===== src/clip_rect_stack_engine_assert.svh =====
// Assertion macros for the clip rectangle stack engine.
`ifndef CLIP_RECT_STACK_ENGINE_ASSERT_SVH
`define CLIP_RECT_STACK_ENGINE_ASSERT_SVH

// same-cycle implication
`define CRSE_AST_IMP(lbl, clk, rstn, ante, cons) \
    lbl: assert property (@(posedge clk) disable iff (!(rstn)) (ante) |-> (cons)) \
        else $error("clip rect stack engine: check failed");

// next-cycle implication
`define CRSE_AST_NXT(lbl, clk, rstn, ante, cons) \
    lbl: assert property (@(posedge clk) disable iff (!(rstn)) (ante) |=> (cons)) \
        else $error("clip rect stack engine: check failed");

`endif


===== src/crs_pkg.sv =====
package crs_pkg;

    localparam int COORD_BITS = 16;
    localparam int MW         = 18;  // mapped rectangle
    localparam int QW         = 17;  // edge sums
    localparam int CW         = 20;  // intersection arithmetic

    localparam logic [1:0] MODE_PUSH  = 2'd0;
    localparam logic [1:0] MODE_POP   = 2'd1;
    localparam logic [1:0] MODE_QUERY = 2'd2;

    localparam logic [1:0] ST_OK    = 2'd0;
    localparam logic [1:0] ST_EMPTY = 2'd1;
    localparam logic [1:0] ST_FULL  = 2'd2;

    localparam logic [2:0] CFG_WIN_W = 3'd0;
    localparam logic [2:0] CFG_WIN_H = 3'd1;
    localparam logic [2:0] CFG_SCR_W = 3'd2;
    localparam logic [2:0] CFG_SCR_H = 3'd3;
    localparam logic [2:0] CFG_OFF_X = 3'd4;
    localparam logic [2:0] CFG_OFF_Y = 3'd5;
    localparam logic [2:0] CFG_ROT   = 3'd6;

    localparam logic [1:0] ROT_0   = 2'd0;
    localparam logic [1:0] ROT_90  = 2'd1;
    localparam logic [1:0] ROT_180 = 2'd2;
    localparam logic [1:0] ROT_270 = 2'd3;

    typedef struct packed {
        logic [1:0]         mode;
        logic signed [15:0] pos_x;
        logic signed [15:0] pos_y;
        logic signed [15:0] size_w;
        logic signed [15:0] size_h;
    } t_req;

    typedef struct packed {
        logic [1:0]         status;
        logic               scissor_on;
        logic signed [15:0] scissor_x;
        logic signed [15:0] scissor_y;
        logic [14:0]        scissor_w;
        logic [14:0]        scissor_h;
        logic               clipping_on;
        logic               visible;
    } t_rsp;

    typedef struct packed {
        logic [13:0]        win_w;
        logic [13:0]        win_h;
        logic [13:0]        scr_w;
        logic [13:0]        scr_h;
        logic signed [14:0] off_x;
        logic signed [14:0] off_y;
        logic [1:0]         rot;
    } t_cfg;

    typedef struct packed {
        logic signed [COORD_BITS-1:0] x;
        logic signed [COORD_BITS-1:0] y;
        logic [COORD_BITS-2:0]        w;
        logic [COORD_BITS-2:0]        h;
    } t_scis;

    typedef struct packed {
        logic signed [15:0] x;
        logic signed [15:0] y;
        logic signed [15:0] w;
        logic signed [15:0] h;
    } t_rect;

    typedef struct packed {
        t_scis scis;
        t_rect nat;
    } t_entry;

    typedef struct packed {
        logic push;
        logic pop;
    } t_shift;

    typedef struct packed {
        logic [1:0]         mode;
        t_rect              nat;
        logic signed [MW-1:0] mx;
        logic signed [MW-1:0] my;
        logic signed [MW-1:0] mw;
        logic signed [MW-1:0] mh;
        logic signed [QW-1:0] xe;
        logic signed [QW-1:0] ye;
        logic               q_pass;
    } t_stage;

endpackage


===== src/crs_clip.sv =====
module crs_clip (
    input  crs_pkg::t_stage i_stg,
    input  logic            i_has_top,
    input  crs_pkg::t_scis  i_top,
    output crs_pkg::t_scis  o_scis
);
    import crs_pkg::*;

    localparam logic signed [CW-1:0] CMAX = CW'(2 ** (COORD_BITS - 1) - 1);
    localparam logic signed [CW-1:0] CMIN = CW'(-(2 ** (COORD_BITS - 1)));

    logic signed [CW-1:0] tx, ty, tw, th, te_x, te_y;
    logic signed [CW-1:0] nx, ny, ex, ey, nw, nh;

    always_comb begin
        tx   = CW'(i_top.x);
        ty   = CW'(i_top.y);
        tw   = CW'($signed({1'b0, i_top.w}));
        th   = CW'($signed({1'b0, i_top.h}));
        te_x = tx + tw;
        te_y = ty + th;

        nx = (i_has_top && tx > CW'(i_stg.mx)) ? tx : CW'(i_stg.mx);
        ny = (i_has_top && ty > CW'(i_stg.my)) ? ty : CW'(i_stg.my);
        ex = nx + CW'(i_stg.mw);
        ey = ny + CW'(i_stg.mh);
        nw = (i_has_top && te_x < ex) ? te_x - nx : CW'(i_stg.mw);
        nh = (i_has_top && te_y < ey) ? te_y - ny : CW'(i_stg.mh);

        // saturate to the stored coordinate range
        o_scis.x = (nx > CMAX) ? COORD_BITS'(CMAX) :
                   (nx < CMIN) ? COORD_BITS'(CMIN) : nx[COORD_BITS-1:0];
        o_scis.y = (ny > CMAX) ? COORD_BITS'(CMAX) :
                   (ny < CMIN) ? COORD_BITS'(CMIN) : ny[COORD_BITS-1:0];
        o_scis.w = (nw > CMAX)    ? CMAX[COORD_BITS-2:0] :
                   (nw < CW'(0)) ? '0 : nw[COORD_BITS-2:0];
        o_scis.h = (nh > CMAX)    ? CMAX[COORD_BITS-2:0] :
                   (nh < CW'(0)) ? '0 : nh[COORD_BITS-2:0];
    end

endmodule


===== config.mk =====
export PLATFORM = sky130hd
export DESIGN_NAME = crs_clip
export DESIGN_NICKNAME = d
export VERILOG_FILES = /design/src/clip_rect_stack_engine_assert.svh /design/src/crs_pkg.sv /design/src/crs_clip.sv
export SDC_FILE = /design/constraint.sdc
export NUM_CORES = 1
export LEC_CHECK = 0
export BUFFER_PORTS_ARGS = -buffer_cell sky130_fd_sc_hd__buf_2
export CORE_UTILIZATION = 30
export DETAILED_ROUTE_END_ITERATION = 12
export PLACE_DENSITY = 0.61
export SYNTH_ARGS = -nofsm -noshare
export SYNTH_HDL_FRONTEND = slang
export SYNTH_SLANG_ARGS = --single-unit

===== constraint.sdc =====
create_clock -name vclk -period 18.4
set_input_delay 2.76 -clock vclk [all_inputs]
set_output_delay 2.76 -clock vclk [all_outputs]
set_load 0.02 [all_outputs]

==> results.tsv <==
stage	metric	value	unit
clock_network	cts hold-fix bufs	0	
run_status	outcome	complete, no violations	
routing	WL final	24700	um
sta	final setup fails	0	
routing	post-route DRC violation count	0	
sta	hold slack	5.92	ns
sta	Worst slew margin	37.9	%
sta	fmax	73.7	MHz
synthesis	area share of the largest cell type after synthesis	29.3	%
clock_network	# resized after CTS	0	
floorplanning	die outline area	25600	um^2
power	Worst IR Drop VDD	0.0291	mV
worst_setup_path	Setup CP Type	in -> out	
routing	drt pass-1 iters	5	
final_layout	nets	1649	
floorplanning	Die X	160	um
floorplanning	starting density of the core	30.8	%
power	leak pwr	0.00436	uW
final_layout	share of post-route cells with drive strength above 1	19.9	%
floorplanning	Die Y	160	um
routing	Avg Vias per Cell	5.40	
sta	Tmin final	13.57	ns
placement	I/O Buffers	197	
global_routing	met3 usage	0.909	%
final_layout	Area growth, synth to finish	17.9	%
final_layout	fin cells	1555	
final_layout	FFs & Latches	0	
flow_run	total of max-cap violations	0	
final_layout	final core occ	36.3	%
placement	Placed Instance Area	8840	um^2
placement	dpl hpwl	21400	um
worst_setup_path	Setup crit start kind	input pin	
global_routing	total overflow reported by the global router	0	
global_routing	layer with the highest usage	met2	
global_routing	GRT Resource Usage Total	18.5	%
global_routing	routing usage on met1	24.9	%
floorplanning	core outline area	24400	um^2
floorplanning	total I/O pin count	298	
worst_setup_path	Worst EP arrival	10.81	ns
sta	period utilisation layout	73.7	%
placement	placed cells	1553	
synthesis	sequential area share after synthesis	0	%
final_layout	Sequential Area	0	um^2
worst_setup_path	WP data required	15.64	ns
global_routing	largest net degree at the start of global routing	49	
worst_setup_path	CP endpoint kind	output pin	
worst_setup_path	CP dominant cell by count	a21o_1	
routing	vias after detailed routing	8396	
global_routing	M2 GR Usage	32.6	%
hold_path	Hold/Removal Path Class	in -> out	
synthesis	Synth Cell Area	7500	um^2
power	PD cells	70.2	nW/um^2
synthesis	Yosys top cell by area	ha_1	
synthesis	post-synthesis net count	1468	
worst_setup_path	crit path max fanout	40	
final_layout	FILL cells	2654	
synthesis	Syn Area/Cell	7.15	um^2
final_layout	Design Area, Final	8840	um^2
sta	Slew @ Worst Pin	0.931	ns
synthesis	most numerous cell in the Yosys netlist	ha_1	
worst_setup_path	CP max-delay cell	o211ai_2	
sta	final setup TNS	0	ns
global_routing	vias in the first global route	8034	
placement	GP Congestion	0.943	
global_routing	first-pass GRT wire length	39300	um
routing	DRT iter0 DRCs	543	
sta	Final Hold Fails	0	
sta	RSZ-0062 raised after global routing	false	
clock_network	Post CTS Setup Buffer Count	0	
sta	Slew Viols, Final	0	
floorplanning	Row Count	57	
synthesis	YS warnings	0	
routing	DR WL/cell	15.9	um
synthesis	commonest cells in the netlist	176 x ha_1, 115 x o21ai_0, 96 x nor2_1, 79 x a21oi_1, 75 x inv_1	
global_routing	initial antenna violation count	2	
final_layout	clock buf count	0	
routing	Final ANT Viol Nets	0	
synthesis	Cell variety after synth	67	
final_layout	Multi-input gate area	7140	um^2
synthesis	Post-Syn Instances	1050	
worst_setup_path	Worst path max stage delay	0.70	ns
synthesis	Synth area leaders	ha_1 29%, o21ai_0 7.7%, o21a_1 5.6%, a21oi_1 5.3%, xnor2_1 5.3%	
-- path summary, 6_finish.rpt --
path / slack (ns) / cells past startpoint / end / start
setup / recovery: 4.83 / 32 / o_scis[9] / i_stg[74]
hold / removal: 5.92 / 4 / o_scis[41] / i_stg[82]
-- routing by layer --
layer  share of wire (%)  routed length, um
met5                   0                  0
met4                 1.5                372
met3                 5.9               1450
met2                  46              11400
met1                  46              11400
-- cell usage in the layout (no fill, tap or decap), types with 18 or more instances in the layout --
cell type  Yosys  routed
o21ai_0      115     115
a21oi_1       79      78
o221a_2       20      20
nand2_1       70      70
a21o_1        43      43
buf_2          0     197
xnor2_1       45      45
nor3_1        24      24
nand3_1       18      18
xor2_1        26      26
o21a_1        56      56
nor2_1        96      96
inv_1         75      75
ha_1         176     176
-- logic make-up (layout without fill, tap and decap cells) --
family | count (synthesis) | in the layout | synth area share (%)
buffers and inverters | 97 | 276 | 4.95
AO/OA/AOI/OAI | 413 | 413 | 37.3
XOR/XNOR | 71 | 71 | 8.29
adder cells (fa/ha/maj) | 182 | 182 | 30.9
AND/OR/NAND/NOR | 283 | 283 | 17.9
multiplexers | 4 | 4 | 0.567
other | 0 | 2 | 0
-- layout make-up --
class              instances  area share [%]
diodes                     2          0.0566
inverters                 75            3.18
multi-input cells        953            80.7
well taps                324            4.58
repair buffers           201            11.5
-- power by group --
| group | internal (uW) | switching [uW] | total (uW) |
|---|---|---|---|
| sequential | 0 | 0 | 0 |
| combinational | 263 | 358 | 621 |
| clock | 0.0000145 | 0 | 0.0000146 |
-- per-stage QoR --
| stage | power [uW] | worst slack [ns] |
|---|---|---|
| 2_1_floorplan | 461 | 6.83 |
| 3_3_place_gp | 611 | 4.86 |
| 3_5_place_dp | 614 | 4.85 |
| 4_1_cts | 619 | 4.82 |
| 5_1_grt | 693 | 4.29 |
| 6_report | 621 | 4.83 |
-- worst max-delay path: cells and delay by family --
family,cells,cell delay [ns]
multiplexers,1,0.42
adder cells (fa/ha/maj),3,0.89
AO/OA/AOI/OAI,20,5.40
buffers and inverters,5,0.80
AND/OR/NAND/NOR,3,0.54
Power figures use the tool's default switching activity.
