### config.mk
export PLATFORM = sky130hd
export DESIGN_NAME = crs_cell
export DESIGN_NICKNAME = d
export VERILOG_FILES = /design/src/clip_rect_stack_engine_assert.svh /design/src/crs_pkg.sv /design/src/crs_cell.sv
export SDC_FILE = /design/constraint.sdc
export NUM_CORES = 1
export LEC_CHECK = 0
export ABC_AREA = 1
export BUFFER_PORTS_ARGS = -buffer_cell sky130_fd_sc_hd__buf_2
export CELL_PAD_IN_SITES_DETAIL_PLACEMENT = 1
export CELL_PAD_IN_SITES_GLOBAL_PLACEMENT = 2
export CORE_MARGIN = 2
export CORE_UTILIZATION = 22
export DETAILED_ROUTE_END_ITERATION = 16
export MAX_ROUTING_LAYER = met4
export PLACE_DENSITY = 0.84
export SYNTH_ARGS = -nofsm -noshare
export SYNTH_HDL_FRONTEND = slang
export SYNTH_SLANG_ARGS = --single-unit
### constraint.sdc
create_clock -name i_clk -period 3.2 [get_ports i_clk]
set_clock_uncertainty 0.05 [all_clocks]
set_input_delay 0.64 -clock i_clk [delete_from_list [all_inputs] [get_ports i_clk]]
set_output_delay 0.64 -clock i_clk [all_outputs]
set_load 0.02 [all_outputs]
### src/clip_rect_stack_engine_assert.svh
// Assertion macros for the clip rectangle stack engine.
`ifndef CLIP_RECT_STACK_ENGINE_ASSERT_SVH
`define CLIP_RECT_STACK_ENGINE_ASSERT_SVH

// same-cycle implication
`define CRSE_AST_IMP(lbl, clk, rstn, ante, cons) \
    lbl: assert property (@(posedge clk) disable iff (!(rstn)) (ante) |-> (cons)) \
        else $error("clip rect stack engine: check failed");

// next-cycle implication
`define CRSE_AST_NXT(lbl, clk, rstn, ante, cons) \
    lbl: assert property (@(posedge clk) disable iff (!(rstn)) (ante) |=> (cons)) \
        else $error("clip rect stack engine: check failed");

`endif

### src/crs_pkg.sv
package crs_pkg;

    localparam int COORD_BITS = 16;
    localparam int MW         = 18;  // mapped rectangle
    localparam int QW         = 17;  // edge sums
    localparam int CW         = 20;  // intersection arithmetic

    localparam logic [1:0] MODE_PUSH  = 2'd0;
    localparam logic [1:0] MODE_POP   = 2'd1;
    localparam logic [1:0] MODE_QUERY = 2'd2;

    localparam logic [1:0] ST_OK    = 2'd0;
    localparam logic [1:0] ST_EMPTY = 2'd1;
    localparam logic [1:0] ST_FULL  = 2'd2;

    localparam logic [2:0] CFG_WIN_W = 3'd0;
    localparam logic [2:0] CFG_WIN_H = 3'd1;
    localparam logic [2:0] CFG_SCR_W = 3'd2;
    localparam logic [2:0] CFG_SCR_H = 3'd3;
    localparam logic [2:0] CFG_OFF_X = 3'd4;
    localparam logic [2:0] CFG_OFF_Y = 3'd5;
    localparam logic [2:0] CFG_ROT   = 3'd6;

    localparam logic [1:0] ROT_0   = 2'd0;
    localparam logic [1:0] ROT_90  = 2'd1;
    localparam logic [1:0] ROT_180 = 2'd2;
    localparam logic [1:0] ROT_270 = 2'd3;

    typedef struct packed {
        logic [1:0]         mode;
        logic signed [15:0] pos_x;
        logic signed [15:0] pos_y;
        logic signed [15:0] size_w;
        logic signed [15:0] size_h;
    } t_req;

    typedef struct packed {
        logic [1:0]         status;
        logic               scissor_on;
        logic signed [15:0] scissor_x;
        logic signed [15:0] scissor_y;
        logic [14:0]        scissor_w;
        logic [14:0]        scissor_h;
        logic               clipping_on;
        logic               visible;
    } t_rsp;

    typedef struct packed {
        logic [13:0]        win_w;
        logic [13:0]        win_h;
        logic [13:0]        scr_w;
        logic [13:0]        scr_h;
        logic signed [14:0] off_x;
        logic signed [14:0] off_y;
        logic [1:0]         rot;
    } t_cfg;

    typedef struct packed {
        logic signed [COORD_BITS-1:0] x;
        logic signed [COORD_BITS-1:0] y;
        logic [COORD_BITS-2:0]        w;
        logic [COORD_BITS-2:0]        h;
    } t_scis;

    typedef struct packed {
        logic signed [15:0] x;
        logic signed [15:0] y;
        logic signed [15:0] w;
        logic signed [15:0] h;
    } t_rect;

    typedef struct packed {
        t_scis scis;
        t_rect nat;
    } t_entry;

    typedef struct packed {
        logic push;
        logic pop;
    } t_shift;

    typedef struct packed {
        logic [1:0]         mode;
        t_rect              nat;
        logic signed [MW-1:0] mx;
        logic signed [MW-1:0] my;
        logic signed [MW-1:0] mw;
        logic signed [MW-1:0] mh;
        logic signed [QW-1:0] xe;
        logic signed [QW-1:0] ye;
        logic               q_pass;
    } t_stage;

endpackage

### src/crs_cell.sv
module crs_cell (
    input  logic           i_clk,
    input  crs_pkg::t_shift i_ctl,
    input  crs_pkg::t_entry i_above,
    input  crs_pkg::t_entry i_below,
    output crs_pkg::t_entry o_data
);
    import crs_pkg::*;

    t_entry r_data;

    always_ff @(posedge i_clk) begin
        if (i_ctl.push) begin
            r_data <= i_above;
        end else if (i_ctl.pop) begin
            r_data <= i_below;
        end
    end

    assign o_data = r_data;

endmodule

==> flow_summary_export.csv, run 1 <==
group,metric,value,unit
yosys,synth_area_leaders,"edfxtp_1, nand2_1, buf_2",
finish,drive_above_1_share,45.42,%
clock_network,cts-resized-gates,0,
worst_setup_path,cpPeakStageDelay,0.44,ns
worst_setup_path,critPathMaxFanout,1,
route,viasPerCell,4.005,
yosys,ys_seq_elements,126,
yosys,synth_top_cell_by_area,"edfxtp_1",
pwr,powerDensity,590.0,nW/um2
run,drv_cap,0,
pwr,ir_worst_vdd,0.0002421,V
placement,dpl.hpwl,14480,um
yosys,synthesis.nets,788,
clock_network,clk_pin_slew,0.06,ns
timing,finalHoldViolations,0,
placement,io_buffers,380,
route,detail-route-antenna-nets,0,
timing,worstMarginPinSlew,0.7177,ns
timing,slew_violations,0,
finish,diodes,0,
worst_setup_path,end_kind,"output port",
worst_hold_path,hp-class,"in2reg",
finish,fillers,2906,
worst_setup_path,path_buf_inv,1,
yosys,synth_cell_types,8,
floorplan,num_io_pins,381,
yosys,avgSynthCellArea,10.08,um2
placement,place_congestion,0.8161,
grt,grt_pass1_wl,28350,um
run_status,outcome,"finished, final reports clean",
timing,slew_headroom,52.16,%
worst_setup_path,worst_setup_path_start_kind,"flop",
finish,area_delta_synth_final,53.05,%
floorplan,fp.dieH,160.3,um
route,drc,0,
grt,grt_pass1_vias,5240,
finish,fin_nets,1170,
route,drtIter0Drc,270,
timing,fmax,581.2,MHz
floorplan,core_region_area,24180,um2
worst_setup_path,crit_path_top_delay_cell,"edfxtp_1",
clock_network,cts_hold_buf,0,
timing,period_minus_slack,1.721,ns
finish,utilization,34.01,%
timing,tns,0,ns
grt,grt_start_max_net_pins,68,
clock_network,clk_path_buf_depth,2,
grt,antenna_found_initial,0,
worst_setup_path,critical_path.top_delay_family,"flip-flops",
worst_setup_path,path_class,"reg2out",
timing,period_share,53.77,%
pwr,power_leakage,0.004253,uW
route,routed_wl,18700,um
floorplan,rows,57,
worst_setup_path,critPathRequiredTime,2.51,ns
clock_network,post-cts-setup-buffers,0,
grt,overflow,0,
placement,dp.cells,1220,
yosys,synth_top_area_share,70.42,%
clock_network,htree_levels,4,
yosys,synth_cells,533,
floorplan,initial_core_util,22.22,%
timing,setup_viol_count_final,0,
finish,final_cell_count_no_fill,1251,
worst_setup_path,crit_chain,"buf_2",
worst_setup_path,cp.arrival,1.03,ns
yosys,netlist_area,5373,um2
clock_network,numCtsBuffers,17,
route,dr.pass1.iters,4,
pwr,p_total,4851,uW
floorplan,die_width,160.3,um
yosys,synth-seq-area-share,70.42,%
clock_network,root_buffer,"clkbuf_16",
timing,whs,0.4477,ns
clock_network,cts_tree,"built",
grt,grt_use_total,14.91,%
route,vias,5010,
yosys,yosysWarnings,0,
clock_network,cts.sinks,126,
route,wl_per_cell,14.95,um
floorplan,die-area,25690,um2
finish,largest_reg_flops,126,
timing,rsz0062_at_grt,"false",
## routing by layer
metal  part of all wire [%]  wire, um  global-route usage (%)  vias to the layer above
met5                      0         0                       -                        -
met4                    1.5       276                   4.750                        0
met3                    9.8      1840                   5.325                       16
met2                     49      9206                   24.83                      258
met1                     39      7380                   16.75                     2258
li1                       -         -                       -                     2478
## cell type report
type	count	area (um2)	share of cell area, %
repair buffers	390	2004	24.38
inverters	1	6.256	0.07608
clock inverters	13	166.4	2.024
multi-input cells	379	1428	17.36
well taps	324	405.4	4.930
flip-flops and latches	126	3784	46.01
clock buffers	18	429.2	5.219
## cell usage in the layout (no fill, tap or decap)
| master | n |
|---|---|
| buf_12 | 2 |
| buf_2 | 379 |
| buf_4 | 9 |
| bufinv_16 | 3 |
| clkbuf_1 | 1 |
| clkbuf_16 | 17 |
| clkinv_1 | 1 |
| clkinv_4 | 2 |
| clkinvlp_4 | 5 |
| edfxtp_1 | 126 |
| inv_4 | 1 |
| inv_6 | 2 |
| nand2_1 | 378 |
| or2_4 | 1 |
## worst paths after layout
check,from,end,slack (ns),cells after the start
worst min-delay path,i_below[101],o_data[101],0.45,3
worst max-delay path,o_data[33],o_data[33],1.48,1
## report_power, final
group	leakage [uW]	total, uW	switching [uW]	internal (uW)
Sequential	0.00130	2070	42.3	2030
Combinational	0.00268	813	521	293
Clock	0.000273	1970	743	1230
## cells in the mapped netlist (all sizes together)
library cell / n
inv: 1
buf: 19
nand2: 378
or2: 1
clkbuf: 8
edfxtp: 126
## cell families (layout without fill, tap and decap cells)
logic type	Yosys count	count (layout)	share of synthesized area, %
buffers and inverters	28	422	3.051
DFF	126	126	70.42
and+or+nand+nor	379	379	26.53
## stage by stage
stage | area (um2) | setup slack (ns)
after floorplan | 5373 | 0.2555
after global placement | 7627 | 1.200
after detailed placement | 7627 | 1.187
after CTS | 8223 | 1.425
after global routing | 8223 | 1.428
final | 8223 | 1.479
Note: power is estimated with default switching activity, not from simulation.
==> inputs of run 2 (changes only) <==
--- a/config.mk
+++ b/config.mk
@@ -10,10 +10,10 @@
 export CELL_PAD_IN_SITES_DETAIL_PLACEMENT = 1
 export CELL_PAD_IN_SITES_GLOBAL_PLACEMENT = 2
 export CORE_MARGIN = 2
-export CORE_UTILIZATION = 22
+export CORE_UTILIZATION = 20
 export DETAILED_ROUTE_END_ITERATION = 16
 export MAX_ROUTING_LAYER = met4
-export PLACE_DENSITY = 0.84
+export PLACE_DENSITY = 0.8
 export SYNTH_ARGS = -nofsm -noshare
 export SYNTH_HDL_FRONTEND = slang
 export SYNTH_SLANG_ARGS = --single-unit
==> constraint.sdc (replaced) <==
create_clock -name i_clk -period 1.4 [get_ports i_clk]
set_clock_uncertainty 0.05 [all_clocks]
set_input_delay 0.28 -clock i_clk [delete_from_list [all_inputs] [get_ports i_clk]]
set_output_delay 0.28 -clock i_clk [all_outputs]
set_load 0.02 [all_outputs]
==> run 2 against run 1 <==
  * Global-route usage down 0.81 points
  * Clock-buffer cell count unchanged
  * Wire length rose by 4.7%
  * Sequential power is 130% higher
  * Cell count rose by 1.1%
  * Critical endpoint is now o_data[4]
  * Largest power group is now clock
==> flow_summary_export.csv, run 2 (synthesis gave the netlist of run 1 again) <==
group,metric,value,unit
finish,final_common_cell,"buf_2",
timing,rsz0062_at_grt,"false",
floorplan,num_io_pins,381,
worst_setup_path,critPathRequiredTime,1.07,ns
route,vias,5071,
clock_network,htree_levels,4,
floorplan,initial_core_util,20.50,%
timing,period_share,96.25,%
route,dr.pass1.iters,4,
worst_setup_path,critPathMaxFanout,1,
run_status,outcome,"finished, final reports clean",
route,drtIter0Drc,207,
pwr,ir_worst_vdd,0.0007396,V
grt,grt_pass1_wl,29340,um
grt,overflow,0,
clock_network,post-cts-setup-buffers,0,
pwr,power_leakage,0.004341,uW
worst_hold_path,min-delay-start,"i_below[41]",
timing,setup_viol_count_final,0,
placement,dpl.hpwl,14870,um
finish,diodes,0,
worst_setup_path,crit_chain,"buf_2",
finish,largest_reg_flops,126,
clock_network,cts.sinks,126,
grt,grt_pass1_vias,5242,
worst_setup_path,path_class,"reg2out",
timing,period_minus_slack,1.347,ns
timing,slew_violations,0,
worst_setup_path,path_buf_inv,1,
worst_hold_path,hp-class,"in2reg",
route,routed_wl,19590,um
run,drv_cap,0,
worst_hold_path,whs_endpoint,"o_data[41]",
clock_network,clk_pin_slew,0.06,ns
placement,place_congestion,0.7288,
finish,fillers,3163,
worst_hold_path,hold_depth,3,
timing,worstMarginPinSlew,0.6713,ns
timing,whs,0.08410,ns
worst_setup_path,worst_setup_path_start_kind,"flop",
clock_network,numCtsBuffers,17,
worst_setup_path,cpPeakStageDelay,0.42,ns
clock_network,cts-resized-gates,0,
placement,dp_slack,-0.02658,ns
worst_setup_path,critical_path.top_delay_family,"flip-flops",
timing,finalHoldViolations,0,
floorplan,die_width,167.9,um
timing,worst_slack,0.05256,ns
floorplan,fp.dieH,167.9,um
placement,placed_cell_area,7744,um2
finish,drive_above_1_share,45.48,%
finish,fin_nets,1172,
finish,most-common-layout-cells,"buf_2, nand2_1, edfxtp_1",
route,drc,0,
grt,antenna_found_initial,1,
route,detail-route-antenna-nets,0,
floorplan,core_region_area,26210,um2
clock_network,cts_hold_buf,0,
floorplan,die-area,28190,um2
worst_setup_path,crit_path_top_delay_cell,"edfxtp_1",
worst_setup_path,cp.arrival,1.02,ns
clock_network,root_buffer,"clkbuf_16",
route,viasPerCell,4.009,
finish,postLayoutCellArea,8411,um2
timing,slew_headroom,55.24,%
placement,io_buffers,380,
pwr,powerDensity,1399,nW/um2
floorplan,rows,59,
timing,fmax,742.1,MHz
clock_network,clk_path_buf_depth,2,
worst_setup_path,end_kind,"output port",
grt,grt_start_max_net_pins,65,
grt,grt_use_total,14.10,%
route,wl_per_cell,15.48,um
finish,area_delta_synth_final,56.54,%
clock_network,cts_tree,"built",
==> run 2: cell count changes in the layout (fill, tap and decap cells not counted), sizes merged <==
cell	delta
buf	+2
inv	+1
clkinvlp	-3
bufinv	+3
==> run 2: area by class of cell <==
type / count / area (um2) / share of cell area (%)
clock buffer: 18 / 429.2 / 5.103
clock inverter: 14 / 237.7 / 2.827
inverter: 1 / 6.256 / 0.07438
multi-input combinational: 379 / 1428 / 16.97
sequential: 126 / 3784 / 44.99
tap: 335 / 419.2 / 4.984
timing repair buffer: 392 / 2107 / 25.05
==> run 2: stage by stage <==
| stage | util [%] | power, uW | instances | TNS, ns |
|---|---|---|---|---|
| detailed placement | 29.55 | 6760 | 1233 | -0.2026 |
| CTS | 32.09 | 11980 | 1265 | 0 |
| finish | 32.09 | 11770 | 1265 | 0 |
| floorplan | - | 5785 | 533 | -65.45 |
| global route | 32.09 | 12290 | 1265 | 0 |
| global placement | 29.55 | 6723 | 1233 | -0.01961 |
==> run 2: worst max path at each step <==
stage	start	endpoint	slack [ns]	cells after the start
finish	o_data[4]	o_data[4]	0.05	1
global route	o_data[33]	o_data[33]	0.0006	1
CTS	o_data[33]	o_data[33]	0.02	1
detailed placement	i_ctl[1]	o_data[96]	-0.03	4
global placement	i_ctl[1]	o_data[63]	-0.01	4
floorplan	i_ctl[1]	o_data[0]	-0.52	3
==> run 2: routing by layer <==
metal | share of wire [%] | GRT usage, % | up-vias
li1 | - | - | 2484
met4 | 1.0 | 3.251 | 0
met1 | 41 | 16.22 | 2324
met5 | 0 | - | -
met3 | 8.0 | 4.208 | 13
met2 | 50 | 24.24 | 250
==> run 2: power by group <==
part | total, uW | internal [uW] | switching (uW)
logic | 1900 | 698 | 1200
registers | 4740 | 4630 | 107
clock network | 5130 | 3350 | 1770
